===== src/design/pksk_pkg.sv =====
// pksk_pkg: shared types and codes for the pressed key set table
// used by pksk_cell and pressed_key_set_table_unit, no dependencies
`default_nettype none

package pksk_pkg;

    // operation selector, the unused code behaves as a peek
    typedef enum logic [1:0] {
        FUNC_INSERT = 2'd0,
        FUNC_REMOVE = 2'd1,
        FUNC_PEEK   = 2'd2,
        FUNC_SPARE  = 2'd3
    } t_func;

    typedef enum logic [2:0] {
        STAT_DONE      = 3'd0,
        STAT_FULL      = 3'd1,
        STAT_PRESENT   = 3'd2,
        STAT_NOT_FOUND = 3'd3,
        STAT_EMPTY     = 3'd4
    } t_status;

    typedef enum logic {
        ST_IDLE = 1'b0,
        ST_RUN  = 1'b1
    } t_state;

    // control broadcast to every cell of the row
    typedef struct packed {
        logic cmp;  // latch key compare
        logic ins;  // write key into the cell at the fill point
        logic rem;  // compact the row from the matching cell upward
    } t_cell_ctl;

    localparam int unsigned KEY_W   = 8;
    localparam int unsigned IDX_W   = 4;
    localparam int unsigned CNT_W   = 3;
    localparam int unsigned SHOWN   = 6;
    localparam logic [IDX_W-1:0] IDX_NONE = '1;

endpackage

`default_nettype wire


===== src/design/pressed_key_set_table_unit.sv =====
// pressed_key_set_table_unit: top level of the pressed key set table
// instantiates a row of pksk_cell, uses pksk_pkg
//
// ordered table of held key codes, oldest first, up to KEY_SLOTS entries
// input channel: i_in_valid / o_in_ready carry i_func and i_key; insert
//   appends an absent key if room is left, remove deletes a key and
//   compacts later slots down, peek only reports
// output channel: o_out_valid / i_out_ready carry one result per transfer:
//   count, the first six slots (zero when unused), top key, the slot the
//   key was found in before the operation (-1 if absent or peek) and status
// timing: the transfer edge latches the key compare in every cell and moves to
//   the run state; at the end of the run state the cells commit their new keys
//   and the result register loads
// the input side stays closed in the run state, so a new input is not taken
//   before the cell row has committed the last one
// a waiting result does not block the next input transfer when the
//   receiver takes it in the same cycle; a stalled receiver holds the
//   result and the input side waits
// reset (synchronous, active low) empties the table and clears all slots
// to zero
`default_nettype none

module pressed_key_set_table_unit #(
    parameter int unsigned KEY_SLOTS = 6
) (
    input  wire logic                          i_clk,
    input  wire logic                          i_rst_n,
    input  wire logic                          i_in_valid,
    output logic                               o_in_ready,
    input  wire logic [1:0]                    i_func,
    input  wire logic [pksk_pkg::KEY_W-1:0]    i_key,
    output logic                               o_out_valid,
    input  wire logic                          i_out_ready,
    output logic [pksk_pkg::CNT_W-1:0]         o_count,
    output logic [pksk_pkg::KEY_W-1:0]         o_slot_0,
    output logic [pksk_pkg::KEY_W-1:0]         o_slot_1,
    output logic [pksk_pkg::KEY_W-1:0]         o_slot_2,
    output logic [pksk_pkg::KEY_W-1:0]         o_slot_3,
    output logic [pksk_pkg::KEY_W-1:0]         o_slot_4,
    output logic [pksk_pkg::KEY_W-1:0]         o_slot_5,
    output logic [pksk_pkg::KEY_W-1:0]         o_top_key,
    output logic signed [pksk_pkg::IDX_W-1:0]  o_found_index,
    output logic [pksk_pkg::CNT_W-1:0]         o_status
);

    localparam int unsigned CW = $clog2(KEY_SLOTS + 1);
    localparam int unsigned IW = (KEY_SLOTS > 1) ? $clog2(KEY_SLOTS) : 1;
    localparam logic [CW-1:0] FULL_CNT = CW'(KEY_SLOTS);

    // control state
    pksk_pkg::t_state r_state;
    pksk_pkg::t_state n_state;
    logic [CW-1:0]    r_count;
    logic [CW-1:0]    n_count;
    logic             r_out_valid;
    logic             n_out_valid;

    // latched operation
    pksk_pkg::t_func            r_func;
    logic [pksk_pkg::KEY_W-1:0] r_key;

    // result register
    logic [pksk_pkg::CNT_W-1:0] r_res_count;
    logic [pksk_pkg::KEY_W-1:0] r_slot [pksk_pkg::SHOWN];
    logic [pksk_pkg::KEY_W-1:0] r_top;
    logic [pksk_pkg::IDX_W-1:0] r_where;
    pksk_pkg::t_status          r_status;

    // cell row wiring
    pksk_pkg::t_cell_ctl        w_ctl;
    logic [pksk_pkg::KEY_W-1:0] w_cell_key_in;
    logic [pksk_pkg::KEY_W-1:0] w_key [KEY_SLOTS];
    logic [pksk_pkg::KEY_W-1:0] w_nxt [KEY_SLOTS];
    logic [KEY_SLOTS:0]         w_shift;
    logic [KEY_SLOTS-1:0]       w_match;
    logic [pksk_pkg::KEY_W-1:0] w_show [pksk_pkg::SHOWN];

    logic                       w_in_xfer;
    logic                       w_found;
    logic [pksk_pkg::IDX_W-1:0] w_idx;
    logic [pksk_pkg::IDX_W-1:0] w_where;
    pksk_pkg::t_status          w_status;
    logic [pksk_pkg::KEY_W-1:0] w_top;
    logic [IW-1:0]              w_top_sel;
    logic [7:0]                 w_count_ext;

    // input side opens in the idle state once the result slot is free or drains this cycle
    assign o_in_ready = (r_state == pksk_pkg::ST_IDLE) && (!r_out_valid || i_out_ready);
    assign w_in_xfer  = i_in_valid && o_in_ready;

    // cells compare against the port key at transfer, write the latched key
    assign w_cell_key_in = (r_state == pksk_pkg::ST_IDLE) ? i_key : r_key;
    assign w_shift[0]    = 1'b0;

    for (genvar g = 0; g < KEY_SLOTS; g++) begin : g_cell
        logic [pksk_pkg::KEY_W-1:0] w_up;
        if (g == KEY_SLOTS - 1) begin : g_last
            assign w_up = '0;
        end else begin : g_mid
            assign w_up = w_key[g + 1];
        end
        pksk_cell u_cell (
            .i_clk      (i_clk),
            .i_rst_n    (i_rst_n),
            .i_ctl      (w_ctl),
            .i_key      (w_cell_key_in),
            .i_used     (CW'(g) < r_count),
            .i_here     (CW'(g) == r_count),
            .i_shift_in (w_shift[g]),
            .i_next_key (w_up),
            .o_shift_out(w_shift[g + 1]),
            .o_key      (w_key[g]),
            .o_key_next (w_nxt[g]),
            .o_match    (w_match[g])
        );
    end

    // shown slots come straight from the next cell keys, zero past the row
    for (genvar s = 0; s < pksk_pkg::SHOWN; s++) begin : g_show
        if (s < KEY_SLOTS) begin : g_real
            assign w_show[s] = w_nxt[s];
        end else begin : g_pad
            assign w_show[s] = '0;
        end
    end

    // match vector is one-hot at most, keys in the table are distinct
    always_comb begin
        w_idx = '0;
        for (int i = 0; i < KEY_SLOTS; i++) begin
            if (w_match[i]) begin
                w_idx = w_idx | pksk_pkg::IDX_W'(i);
            end
        end
    end
    assign w_found = |w_match;

    // commit decision and result fields
    always_comb begin
        w_ctl       = '0;
        w_ctl.cmp   = w_in_xfer;
        n_count     = r_count;
        w_where     = pksk_pkg::IDX_NONE;
        w_status    = pksk_pkg::STAT_DONE;
        n_state     = r_state;
        n_out_valid = r_out_valid;
        if (r_out_valid && i_out_ready) begin
            n_out_valid = 1'b0;
        end
        unique case (r_state)
            pksk_pkg::ST_IDLE: begin
                if (w_in_xfer) begin
                    n_state = pksk_pkg::ST_RUN;
                end
            end
            pksk_pkg::ST_RUN: begin
                n_state     = pksk_pkg::ST_IDLE;
                n_out_valid = 1'b1;
                unique case (r_func)
                    pksk_pkg::FUNC_INSERT: begin
                        if (w_found) begin
                            w_where  = w_idx;
                            w_status = pksk_pkg::STAT_PRESENT;
                        end else if (r_count == FULL_CNT) begin
                            w_status = pksk_pkg::STAT_FULL;
                        end else begin
                            w_ctl.ins = 1'b1;
                            n_count   = r_count + CW'(1);
                        end
                    end
                    pksk_pkg::FUNC_REMOVE: begin
                        if (w_found) begin
                            w_where   = w_idx;
                            w_ctl.rem = 1'b1;
                            n_count   = r_count - CW'(1);
                        end else begin
                            w_status = pksk_pkg::STAT_NOT_FOUND;
                        end
                    end
                    pksk_pkg::FUNC_PEEK, pksk_pkg::FUNC_SPARE: begin
                        if (r_count == '0) begin
                            w_status = pksk_pkg::STAT_EMPTY;
                        end
                    end
                    default: begin
                        w_status = pksk_pkg::STAT_DONE;
                    end
                endcase
            end
            default: begin
                n_state = pksk_pkg::ST_IDLE;
            end
        endcase
    end

    // top key is the newest entry after the commit
    assign w_top_sel   = IW'(n_count - CW'(1));
    assign w_top       = (n_count == '0) ? '0 : w_nxt[w_top_sel];
    assign w_count_ext = 8'(n_count);

    always_ff @(posedge i_clk) begin
        if (!i_rst_n) begin
            r_state     <= pksk_pkg::ST_IDLE;
            r_count     <= '0;
            r_out_valid <= 1'b0;
        end else begin
            r_state     <= n_state;
            r_count     <= n_count;
            r_out_valid <= n_out_valid;
        end
    end

    // latched operation, loaded on the input transfer
    always_ff @(posedge i_clk) begin
        if (w_in_xfer) begin
            r_func <= pksk_pkg::t_func'(i_func);
            r_key  <= i_key;
        end
    end

    // result register, loaded in the commit cycle
    always_ff @(posedge i_clk) begin
        if (r_state == pksk_pkg::ST_RUN) begin
            r_res_count <= w_count_ext[pksk_pkg::CNT_W-1:0];
            r_top       <= w_top;
            r_where     <= w_where;
            r_status    <= w_status;
            for (int s = 0; s < pksk_pkg::SHOWN; s++) begin
                r_slot[s] <= w_show[s];
            end
        end
    end

    assign o_out_valid   = r_out_valid;
    assign o_count       = r_res_count;
    assign o_slot_0      = r_slot[0];
    assign o_slot_1      = r_slot[1];
    assign o_slot_2      = r_slot[2];
    assign o_slot_3      = r_slot[3];
    assign o_slot_4      = r_slot[4];
    assign o_slot_5      = r_slot[5];
    assign o_top_key     = r_top;
    assign o_found_index = r_where;
    assign o_status      = r_status;

    // unused cells hold zero: reset clears the row and a remove shifts
    // zero in from the top of the row
`ifndef SYNTHESIS
    a_count_bound: assert property (@(posedge i_clk) disable iff (!i_rst_n)
        r_count <= FULL_CNT)
        else $error("held count above table size");

    a_match_unique: assert property (@(posedge i_clk) disable iff (!i_rst_n)
        (r_state == pksk_pkg::ST_RUN) |-> $onehot0(w_match))
        else $error("key matched in more than one slot");

    a_result_follows: assert property (@(posedge i_clk) disable iff (!i_rst_n)
        w_in_xfer |=> ##1 o_out_valid)
        else $error("result missing after input transfer");

    a_one_in_flight: assert property (@(posedge i_clk) disable iff (!i_rst_n)
        w_in_xfer |=> !o_in_ready)
        else $error("second transfer taken during commit cycle");
`endif

endmodule

`default_nettype wire


===== src/design/pksk_cell.sv =====
// pksk_cell: one slot of the key table, holds a key code and its match flag
// depends on pksk_pkg
`default_nettype none

module pksk_cell (
    input  wire logic                        i_clk,
    input  wire logic                        i_rst_n,
    input  wire pksk_pkg::t_cell_ctl         i_ctl,
    input  wire logic [pksk_pkg::KEY_W-1:0]  i_key,
    input  wire logic                        i_used,
    input  wire logic                        i_here,
    input  wire logic                        i_shift_in,
    input  wire logic [pksk_pkg::KEY_W-1:0]  i_next_key,
    output logic                             o_shift_out,
    output logic [pksk_pkg::KEY_W-1:0]       o_key,
    output logic [pksk_pkg::KEY_W-1:0]       o_key_next,
    output logic                             o_match
);

    logic [pksk_pkg::KEY_W-1:0] r_key;
    logic [pksk_pkg::KEY_W-1:0] n_key;
    logic                       r_match;
    logic                       n_match;

    // compaction starts at the matching cell and ripples up the row
    assign o_shift_out = i_shift_in | r_match;

    always_comb begin
        n_match = r_match;
        if (i_ctl.cmp) begin
            n_match = i_used && (i_key == r_key);
        end
        n_key = r_key;
        if (i_ctl.rem && (i_shift_in || r_match)) begin
            n_key = i_next_key;
        end else if (i_ctl.ins && i_here) begin
            n_key = i_key;
        end
    end

    // key resets to zero: unused slots always read zero
    always_ff @(posedge i_clk) begin
        if (!i_rst_n) begin
            r_match <= 1'b0;
            r_key   <= '0;
        end else begin
            r_match <= n_match;
            r_key   <= n_key;
        end
    end

    assign o_key      = r_key;
    assign o_key_next = n_key;
    assign o_match    = r_match;

endmodule

`default_nettype wire


===== config.mk =====
export PLATFORM = sky130hd
export DESIGN_NAME = pressed_key_set_table_unit
export DESIGN_NICKNAME = d
export VERILOG_FILES = /design/src/design/pksk_pkg.sv /design/src/design/pressed_key_set_table_unit.sv /design/src/design/pksk_cell.sv
export SDC_FILE = /design/constraint.sdc
export NUM_CORES = 1
export LEC_CHECK = 0
export BUFFER_PORTS_ARGS = -buffer_cell sky130_fd_sc_hd__buf_2
export CELL_PAD_IN_SITES_DETAIL_PLACEMENT = 1
export CELL_PAD_IN_SITES_GLOBAL_PLACEMENT = 1
export CORE_UTILIZATION = 45
export DETAILED_ROUTE_END_ITERATION = 10
export HOLD_SLACK_MARGIN = 0.06
export PLACE_DENSITY_LB_ADDON = 0.05
export SYNTH_ARGS = -nofsm -noshare
export SYNTH_HDL_FRONTEND = slang
export SYNTH_HIERARCHICAL = 1
export SYNTH_SLANG_ARGS = --single-unit

===== constraint.sdc =====
create_clock -name i_clk -period 5.7 [get_ports i_clk]
set_input_delay 0.57 -clock i_clk [delete_from_list [all_inputs] [get_ports i_clk]]
set_output_delay 0.57 -clock i_clk [all_outputs]
set_load 0.01 [all_outputs]

==> run summary, run 1 <==
Outcome -> complete, no violations
Worst path required time -> 5.84 ns
Die area -> 0.0153 mm²
Total negative slack -> 0 ns
Number of cells in the design after placement -> 830
Class of the most critical setup path -> flip-flop to flip-flop
Number of buffers on the longest clock path -> 2
Overall routed net length -> 17.7 mm
Post-DR vias/cell -> 5.41
Max rail drop VDD -> 0.222 mV
Clock root buffer -> clkbuf_16
Storage cell area -> 0.00347 mm²
Critical Path Start Type -> flip-flop
Mapped cell area -> 0.00667 mm²
Clock Skews -> 0.0125 ns
Synthesis warning total -> 6
CP Capture Type -> flip-flop
Initial cell density of the core -> 46.1%
Most common cell type on the critical path -> ha_1
Overall die height -> 124 µm
Clk slew on worst S/H paths -> 0.06 ns
Final RePlAce weighted congestion -> 0.831
Number of sinks handled by clock tree synthesis -> 135
RSZ-0062 raised after global routing -> no
Standard-cell row count -> 44
Skew-Pair Late Insertion Delay -> 0.42 ns
Final Max Tran Viols -> 0
Number of DRC markers in iteration 0 -> 253
Core box area -> 0.0145 mm²
GRT overflow -> 0
Path category of the worst min-delay check -> input port to flip-flop
First-pass GRT wire length -> 27.2 mm
Post-detailed-route count of antenna-violating nets -> 0
TritonCTS clock tree -> yes
DRC violations left -> 0
Biggest fanout along the worst timing path -> 13
Largest net degree at the start of global routing -> 76
Count of port buffers added during placement -> 81
Antenna violations before repair -> 0
Dpl cell area -> 0.00726 mm²
Finish-stage setup viols -> 0
Detailed Place HPWL -> 12.8 mm
LEAKAGE -> 3.30 nW
Critical path cell sequence -> inv_1 -> ha_1 -> a21o_1 -> nand4_1 -> o31ai_1 -> nor2_2 -> buf_4 -> ha_1 -> o21ai_1 -> o2bb2ai_1
Final-report hold violation count -> 0
Via count -> 4660
Final std cells w/o fill -> 861
Number of hold-repair buffers added at the cts stage -> 0
Critical path's slowest cell -> dfxtp_1
Min Hold Slack -> 0.330 ns
Synth Area per Inst -> 11.8 µm²
Maximum clock rate -> 0.242 GHz
Horizontal die dimension -> 124 µm
Area of all placed cells without fillers -> 0.00775 mm²
Nets -> 686
Area of combinational cells with multiple inputs -> 0.00309 mm²
Fraction of final layout cells with drive strength greater than 1 -> 25.8%
Final routed wire length divided by cell count -> 20.6 µm
Via count of the first global-routing pass -> 4744
Areal power density over the cells -> 282 mW/mm²
Crit-path max cell delay -> 0.67 ns
Detailed Routing Iterations Pass 1 -> 4
Max transition margin -> 26.7%
Tcrit/Tclk final -> 72.6%
Number of setup buffers added after CTS -> 0
H-tree depth -> 4
Overall fraction of global-route tracks in use -> 24.3%
IO Pins -> 82
Layout filler cell count -> 1544
Number of maximum-capacitance violations -> 0
Mapped Cells -> 566
Area grow syn2layout -> 16.3%
Cts bufs inserted -> 17
Arr. time, crit path -> 4.28 ns
Antenna diode instance count -> 0
Post_cts resized -> 0
Slew at the pin with the worst max-slew slack -> 1.09 ns
Crit path time final -> 4.14 ns
[critical path, delay by kind of cell (launching register included)]
kind	cells	cell delay, ns
simple gates	2	0.73
fa+ha+maj	2	0.79
flops	1	0.67
buf+inv	2	0.58
compound gates	4	1.06
[routing by layer]
metal,track usage [%],share of wire (%),up-vias
li1,-,-,2245
met1,34.5,49,2297
met2,37.4,46,104
met3,4.62,4.2,14
met4,7.53,0.93,0
met5,0,0,-
[per-stage QoR]
stage / setup slack [ns] / total power, mW / utilization [%]
6_report: 1.56 / 2.19 / 53.6
5_1_grt: 1.28 / 2.27 / 53.6
4_1_cts: 1.55 / 2.21 / 53.6
3_5_place_dp: 1.59 / 1.27 / 50.1
3_3_place_gp: 1.61 / 1.27 / 50.1
2_1_floorplan: 1.15 / 1.20 / -
[sequential cells by signal (all words and copies together), names as in the netlist, 2 cells and up]
register and count:
r_key 8, r_func 2, r_count 3, o_found_index 4
o_status 3, r_slot 48, g_cell.u_cell/o_key 48, g_cell.u_cell/o_match 6
o_top_key 8, o_count 3
[cells in the final DEF (no fill, tap or decap), drive strengths merged, types with 8 or more instances in the layout]
cell type  instances
buf               84
edfxtp            76
dfxtp             59
mux2i             55
nor2              55
and2              53
a21oi             51
xnor2             49
clkbuf            24
nand4             13
inv               12
nor3              11
nand2             11
conb              10
nand3              9
mux2               8
o21ai              8
[layout make-up]
type | instances | share of cell area [%]
Sequential cell | 135 | 44.7
Multi-Input combinational cell | 415 | 39.9
Clock buffer | 24 | 5.95
Timing Repair Buffer | 84 | 5.52
Tap cell | 184 | 2.97
Inverter | 12 | 0.581
Clock inverter | 7 | 0.403
[power breakdown]
| part | switching [mW] | internal (mW) | total [mW] |
|---|---|---|---|
| clock | 0.384 | 0.556 | 0.941 |
| combinational | 0.115 | 0.0665 | 0.182 |
| sequential | 0.0131 | 1.05 | 1.07 |
| total | 0.513 | 1.68 | 2.19 |
[worst paths after layout]
kind / cells after the start / slack (ns) / from / endpoint
setup / recovery: 10 / 1.56 / r_count[0]$_SDFF_PN0_ / o_top_key[0]$_SDFFCE_PN0P_
hold / removal: 1 / 0.33 / i_func[1] / r_func[1]$_DFFE_PP_
setup reg to reg: 10 / 1.56 / r_count[0]$_SDFF_PN0_ / o_top_key[0]$_SDFFCE_PN0P_
hold reg to reg: 2 / 0.56 / o_out_valid$_SDFFE_PN0P_ / o_out_valid$_SDFFE_PN0P_
Note: power is estimated with default switching activity, not from simulation.
==> run 2, diff against run 1 <==
CORE_UTILIZATION = 42   (was 45)
clock period = 3.4 ns   (was 5.7 ns; I/O delays follow)
==> run 2 against run 1 <==
Compared with the run above:
- power rose by 88%
- largest power group is now clock
- sequential cell count unchanged
- clock power is 110% higher
- critical path type unchanged
- clock skew fell by 0.0055 ns
- register-to-register slack got worse by 1.4 ns
- critical path depth is 1 higher
- cell count is 4.9% higher
- sequential share of layout area shrank 1.7 points
- critical endpoint is now o_top_key[7]$_SDFFCE_PN0P_
- first-iteration DRC count rose by 5.9%
- die area grew 7.0%
- maximum frequency rose by 29%
- routed wire length up 0.49%
==> run summary, run 2 (same netlist as run 1, synthesis figures left out) <==
Clock Skews -> 0.00701 ns (was 0.0125 ns)
GR Util met1 -> 31.9% (was 34.5%)
Via count -> 4729 (was 4660)
Detailed Place HPWL -> 13.2 mm (was 12.8 mm)
GRT overflow -> 0 (unchanged)
Antenna violations before repair -> 0 (unchanged)
Overall routed net length -> 17.8 mm (was 17.7 mm)
Largest net degree at the start of global routing -> 44 (was 76)
Finish-stage setup viols -> 0 (unchanged)
Layout filler cell count -> 1649 (was 1544)
Post-DR vias/cell -> 5.24 (was 5.41)
Most common cell type on the critical path -> or2_2 (was ha_1)
Via count of the first global-routing pass -> 4831 (was 4744)
Initial cell density of the core -> 43.4% (was 46.1%)
Arr. time, crit path -> 3.46 ns (was 4.28 ns)
DRC violations left -> 0 (unchanged)
Area grow syn2layout -> 21.0% (was 16.3%)
Biggest fanout along the worst timing path -> 14 (was 13)
Met2 demand-to-capacity share in global routing -> 35.5% (was 37.4%)
Max rail drop VDD -> 0.316 mV (was 0.222 mV)
Cts bufs inserted -> 17 (unchanged)
Die area -> 0.0164 mm² (was 0.0153 mm²)
Final core utilization -> 52.5% (was 53.6%)
Number of maximum-capacitance violations -> 0 (unchanged)
Crit path time final -> 3.20 ns (was 4.14 ns)
Total negative slack -> 0 ns (unchanged)
Areal power density over the cells -> 511 mW/mm² (was 282 mW/mm²)
RSZ-0062 raised after global routing -> no (unchanged)
Path category of the worst min-delay check -> input port to flip-flop (unchanged)
Highest-utilization routing layer at the global route stage -> met2 (unchanged)
Outcome -> complete, no violations (unchanged)
Max transition margin -> 52.2% (was 26.7%)
H-tree depth -> 4 (unchanged)
Maximum clock rate -> 0.313 GHz (was 0.242 GHz)
Number of setup buffers added after CTS -> 0 (unchanged)
Final Max Tran Viols -> 0 (unchanged)
Number of sinks handled by clock tree synthesis -> 135 (unchanged)
Critical path cell sequence -> or2_2 -> or2_2 -> or2_2 -> or2_2 -> or2_2 -> o21ai_4 -> buf_4 -> nor2_1 -> a21oi_1 -> mux2i_1 -> o2bb2ai_1 (was inv_1 -> ha_1 -> a21o_1 -> nand4_1 -> o31ai_1 -> nor2_2 -> buf_4 -> ha_1 -> o21ai_1 -> o2bb2ai_1)
Slew at the pin with the worst max-slew slack -> 0.717 ns (was 1.09 ns)
Post-detailed-route count of antenna-violating nets -> 0 (unchanged)
IO Pins -> 82 (unchanged)
Standard-cell row count -> 45 (was 44)
Class of the most critical setup path -> flip-flop to flip-flop (unchanged)
Met3 global-route usage -> 5.05% (was 4.62%)
CP Capture Type -> flip-flop (unchanged)
Crit-path max cell delay -> 0.39 ns (was 0.67 ns)
Overall fraction of global-route tracks in use -> 23.0% (was 24.3%)
Number of buffers on the longest clock path -> 2 (unchanged)
Critical path's slowest cell -> dfxtp_1 (unchanged)
Most common cell after layout, fill and taps aside -> buf_2 (unchanged)
Tcrit/Tclk final -> 94.1% (was 72.6%)
Post_cts resized -> 0 (unchanged)
Final RePlAce weighted congestion -> 0.863 (was 0.831)
Antenna diode instance count -> 0 (unchanged)
Nets -> 700 (was 686)
Worst path required time -> 3.66 ns (was 5.84 ns)
TritonCTS clock tree -> yes (unchanged)
Commonest cells after routing, fill and taps aside -> buf_2, edfxtp_1, dfxtp_1 (unchanged)
Overall die height -> 128 µm (was 124 µm)
LEAKAGE -> 3.44 nW (was 3.30 nW)
First-pass GRT wire length -> 27.8 mm (was 27.2 mm)
Count of port buffers added during placement -> 81 (unchanged)
Number of hold-repair buffers added at the cts stage -> 0 (unchanged)
Total chip power -> 4.12 mW (was 2.19 mW)
Detailed Routing Iterations Pass 1 -> 4 (unchanged)
Critical Path Start Type -> flip-flop (unchanged)
Number of DRC markers in iteration 0 -> 268 (was 253)
Final routed wire length divided by cell count -> 19.7 µm (was 20.6 µm)
Skew-Pair Late Insertion Delay -> 0.41 ns (was 0.42 ns)
Clock root buffer -> clkbuf_16 (unchanged)
Final-report hold violation count -> 0 (unchanged)
Fraction of final layout cells with drive strength greater than 1 -> 29.0% (was 25.8%)
Horizontal die dimension -> 128 µm (was 124 µm)
Core box area -> 0.0154 mm² (was 0.0145 mm²)
Clk slew on worst S/H paths -> 0.06 ns (about the same)
## run 2: cell count changes in the layout (fill, tap and decap cells not counted), sizes merged
cell      change
clkinv        -2
buf          +14
bufinv        +5
inv           +1
clkbuf        -5
clkinvlp      +2
## run 2: layout make-up
cell class | instances | area [µm²] | share of cell area (%)
Clock buffer | 19 | 443 | 5.49
Clock inverter | 13 | 203 | 2.51
Inverter | 12 | 45.0 | 0.558
Multi-Input combinational cell | 415 | 3110 | 38.6
Sequential cell | 135 | 3470 | 43.0
Tap cell | 211 | 264 | 3.27
Timing Repair Buffer | 98 | 533 | 6.61
## run 2: power by group
group	switching [mW]	internal, mW	total [mW]
sequential	0.0199	1.76	1.78
clock	0.703	1.32	2.02
combinational	0.197	0.117	0.314
## run 2: worst max-delay path: cells and delay by family (launching register included)
kind | cells | cell delay [ns]
and+or+nand+nor | 6 | 1.71
muxes | 1 | 0.16
AOI/OAI and AO/OA | 3 | 0.55
DFF | 1 | 0.39
buffers and inverters | 1 | 0.24
## run 2: worst paths after layout
path	from	to	slack [ns]	cells past startpoint
setup / recovery	g_cell[0].u_cell/o_match$_SDFFE_PN0P_	o_top_key[7]$_SDFFCE_PN0P_	0.20	11
setup reg to reg	g_cell[0].u_cell/o_match$_SDFFE_PN0P_	o_top_key[7]$_SDFFCE_PN0P_	0.20	11
hold / removal	i_func[1]	r_func[1]$_DFFE_PP_	0.11	1
hold reg to reg	o_out_valid$_SDFFE_PN0P_	o_out_valid$_SDFFE_PN0P_	0.55	2
## run 2: per-layer routing
metal  share of wire (%)  vias to the layer above
li1                    -                     2270
met5                   0                        -
met2                  46                      122
met3                 5.0                        8
met1                  49                     2329
met4                0.55                        0
## run 2: per-stage QoR
stage,cells,hold WS [ns],instance area [µm²],worst slack (ns)
5_1_grt,903,0.0936,8070,0.0365
3_5_place_dp,871,0.520,7410,0.195
3_3_place_gp,871,0.518,7410,0.271
2_1_floorplan,575,0.439,6710,0.0423
4_1_cts,903,0.0831,8050,0.188
6_report,903,0.105,8070,0.202
==> run 3, diff against run 2 <==
CAP_MARGIN = 20   (was unset)
CELL_PAD_IN_SITES_DETAIL_PLACEMENT = 0   (was 1)
SYNTH_HIERARCHICAL = unset   (was 1)
==> run 3 against run 2 <==
Compared with the run above:
- design area is 3.6% lower
- largest power group unchanged
- synthesized cell count rose by 4.8%
- largest cell class unchanged
- die area down 2.0%
==> run summary, run 3 <==
Largest net degree at the start of global routing -> 39 (was 44)
Number of DRC markers in iteration 0 -> 338 (was 268)
First-pass GRT wire length -> 28.3 mm (was 27.8 mm)
Horizontal die dimension -> 127 µm (was 128 µm)
Via count -> 4908 (was 4729)
Number of unique standard cell types used by synthesis -> 61
Standard-cell row count -> 45 (unchanged)
CP top delay family -> simple AND/OR/NAND/NOR gates (unchanged)
Initial cell density of the core -> 43.0% (was 43.4%)
DR top layer -> met4 (unchanged)
RSZ-0062 raised after global routing -> no (unchanged)
Met2 wire len -> 8.90 mm (was 8.16 mm)
Number of sinks handled by clock tree synthesis -> 135 (unchanged)
Worst slack at placement -> 0.226 ns (was 0.195 ns)
CP Capture Type -> flip-flop (unchanged)
Overall die height -> 127 µm (was 128 µm)
Critical path buffers and inverters -> 1 (unchanged)
Areal power density over the cells -> 508 mW/mm² (was 511 mW/mm²)
Nets in the synthesized netlist -> 614
Final core utilization -> 51.1% (was 52.5%)
Part of the Yosys area used for sequential elements -> 53.0%
Mapped Cells -> 593 (was 566)
Via count of the first global-routing pass -> 4831 (unchanged)
TritonCTS clock tree -> yes (unchanged)
Number of flip-flops and latches in the synthesized netlist -> 135
Most common library cells after synthesis -> edfxtp_1, dfxtp_1, nand2_1
DRT met1 WL -> 8.23 mm (was 8.65 mm)
Overall routed net length -> 18.5 mm (was 17.8 mm)
Critical Path Source -> g_cell[0].u_cell.o_match$_SDFFE_PN0P_ (was g_cell[0].u_cell/o_match$_SDFFE_PN0P_)
Fraction of final layout cells with drive strength greater than 1 -> 24.6% (was 29.0%)
Slew at the pin with the worst max-slew slack -> 0.897 ns (was 0.717 ns)
Area grow syn2layout -> 19.0% (was 21.0%)
Final RePlAce weighted congestion -> 0.871 (was 0.863)
Most common cell after layout, fill and taps aside -> buf_2 (unchanged)
Fraction of post-synthesis cell area in the top cell type by area -> 34.9%
Critical Path Start Type -> flip-flop (unchanged)
Minimum setup slack among reg-to-reg paths -> 0.29 ns (was 0.20 ns)
Slack of the critical path -> 0.294 ns (was 0.202 ns)
Biggest fanout along the worst timing path -> 8 (was 14)
Final routed wire length divided by cell count -> 20.9 µm (was 19.7 µm)
Routed wire length on met3 -> 905 µm (was 893 µm)
Nets -> 702 (was 700)
Number of hold-repair buffers added at the cts stage -> 0 (unchanged)
Worst path required time -> 3.55 ns (was 3.66 ns)
Class of the most critical setup path -> flip-flop to flip-flop (unchanged)
Clock Skews -> 0.00801 ns (was 0.00701 ns)
Number of maximum-capacitance violations -> 0 (unchanged)
Leading area contributor after synthesis -> edfxtp_1
Final-report hold violation count -> 0 (unchanged)
Commonest cells after routing, fill and taps aside -> buf_2, edfxtp_1, dfxtp_1 (unchanged)
Clock root buffer -> clkbuf_16 (unchanged)
Antenna diode instance count -> 0 (unchanged)
Synth Flop Type -> edfxtp_1
Path category of the worst min-delay check -> input port to flip-flop (unchanged)
Synth Area per Inst -> 11.0 µm² (was 11.8 µm²)
Core box area -> 0.0152 mm² (was 0.0154 mm²)
Number of cells on the critical path -> 11 (unchanged)
Share of flip-flops with an asynchronous set or reset -> 0%
Worst-case reg-to-reg path depth -> 11 (unchanged)
Arr. time, crit path -> 3.25 ns (was 3.46 ns)
Antenna violations before repair -> 0 (unchanged)
Worst r2r src -> g_cell[0].u_cell.o_match$_SDFFE_PN0P_ (was g_cell[0].u_cell/o_match$_SDFFE_PN0P_)
Critical R2R Capture -> o_top_key[3]$_SDFFCE_PN0P_ (was o_top_key[7]$_SDFFCE_PN0P_)
GRT overflow -> 0 (unchanged)
Cts bufs inserted -> 17 (unchanged)
Launch instance of the worst min-delay path -> i_func[1] (unchanged)
IO Pins -> 82 (unchanged)
Total negative slack -> 0 ns (unchanged)
Synthesis warning total -> 0 (was 6)
Detailed Routing Iterations Pass 1 -> 4 (unchanged)
Die area -> 0.0161 mm² (was 0.0164 mm²)
H-tree depth -> 4 (unchanged)
Max rail drop VDD -> 0.323 mV (was 0.316 mV)
Mapped cell area -> 0.00653 mm² (was 0.00667 mm²)
Most frequent cell after synthesis -> edfxtp_1
Number of cells in the design after placement -> 850 (was 871)
Critical path's slowest cell -> dfxtp_1 (unchanged)
Crit-path max cell delay -> 0.37 ns (was 0.39 ns)
Post-detailed-route count of antenna-violating nets -> 0 (unchanged)
Timing endpoint of the critical path -> o_top_key[3]$_SDFFCE_PN0P_ (was o_top_key[7]$_SDFFCE_PN0P_)
Final std cells w/o fill -> 882 (was 903)
Maximum clock rate -> 0.322 GHz (was 0.313 GHz)
Post-DR vias/cell -> 5.56 (was 5.24)
DRC violations left -> 0 (unchanged)
Count of port buffers added during placement -> 81 (unchanged)
Critical path cell sequence -> nor4_4 -> nand2_1 -> o31ai_1 -> a21oi_1 -> a31oi_1 -> inv_1 -> ha_1 -> nor2b_1 -> and2_2 -> a22oi_1 -> a41oi_1 (was or2_2 -> or2_2 -> or2_2 -> or2_2 -> or2_2 -> o21ai_4 -> buf_4 -> nor2_1 -> a21oi_1 -> mux2i_1 -> o2bb2ai_1)
Finish-stage setup viols -> 0 (unchanged)
Detailed Place HPWL -> 13.2 mm (about the same)
Number of buffers on the longest clock path -> 2 (unchanged)
Outcome -> complete, no violations (unchanged)
Largest cells by area after synthesis -> edfxtp_1, dfxtp_1, mux2i_1
Overall fraction of global-route tracks in use -> 24.1% (was 23.0%)
Final Max Tran Viols -> 0 (unchanged)
Crit path time final -> 3.11 ns (was 3.20 ns)
Clk slew on worst S/H paths -> 0.06 ns (about the same)
Skew-Pair Late Insertion Delay -> 0.43 ns (was 0.41 ns)
LEAKAGE -> 2.99 nW (was 3.44 nW)
Number of flops mapped to enable cells by yosys -> 76
Tcrit/Tclk final -> 91.4% (was 94.1%)
Max transition margin -> 40.1% (was 52.2%)
run 3: repair_timing:
item	CTS	global route
endpoints found under the hold margin	0	0
buffers inserted	0	0
gates resized for setup	0	3
setup endpoints to repair	0	8
run 3: cells by family (layout without fill, tap and decap cells):
group | count (synthesis) | in the layout | synth area share [%]
AOI/OAI and AO/OA | 97 | 97 | 9.87
xor gates and xnor gates | 49 | 49 | 6.69
adders and majority gates | 7 | 7 | 1.34
buffers and inverters | 48 | 149 | 3.47
DFF | 135 | 135 | 53.0
muxes | 43 | 43 | 7.16
and+or+nand+nor | 214 | 214 | 18.4
run 3: per-stage QoR:
| step | total power, mW | cell area, µm² | hold slack [ns] |
|---|---|---|---|
| finish | 3.95 | 7770 | 0.0992 |
| global route | 4.07 | 7770 | 0.0983 |
| CTS | 3.98 | 7770 | 0.0940 |
| detailed placement | 2.10 | 7170 | 0.481 |
| global placement | 2.10 | 7170 | 0.482 |
| floorplan | 1.99 | 6540 | 0.439 |
run 3: final cells by class:
class / count / area (µm²)
fill: 1398 / 7430
sequential: 135 / 3470
multi-input combinational: 410 / 2840
timing repair buffer: 101 / 568
clock buffer: 19 / 443
tap: 188 / 235
clock inverter: 13 / 155
inverter: 16 / 60.1
run 3: metal layers:
metal  track usage (%)  vias to the layer above
met3              5.10                       27
met1              30.8                     2416
met2              40.2                      158
met4              8.89                        0
met5                 0                        -
li1                  -                     2307
run 3: where the power goes:
group          switching, mW  internal [mW]
Sequential            0.0288           1.76
Clock                  0.716           1.17
Combinational          0.179         0.0997
Total                  0.923           3.03
run 3: worst min path at each step:
| stage | endpoint | slack, ns | cells past startpoint |
|---|---|---|---|
| global route | r_func[1]$_DFFE_PP_ | 0.1 | 1 |
| CTS | r_func[1]$_DFFE_PP_ | 0.09 | 1 |
| finish | r_func[1]$_DFFE_PP_ | 0.1 | 1 |
| detailed placement | g_cell[4].u_cell.o_match$_SDFFE_PN0P_ | 0.48 | 2 |
| floorplan | r_func[0]$_DFFE_PP_ | 0.44 | 0 |
| global placement | g_cell[4].u_cell.o_match$_SDFFE_PN0P_ | 0.48 | 2 |
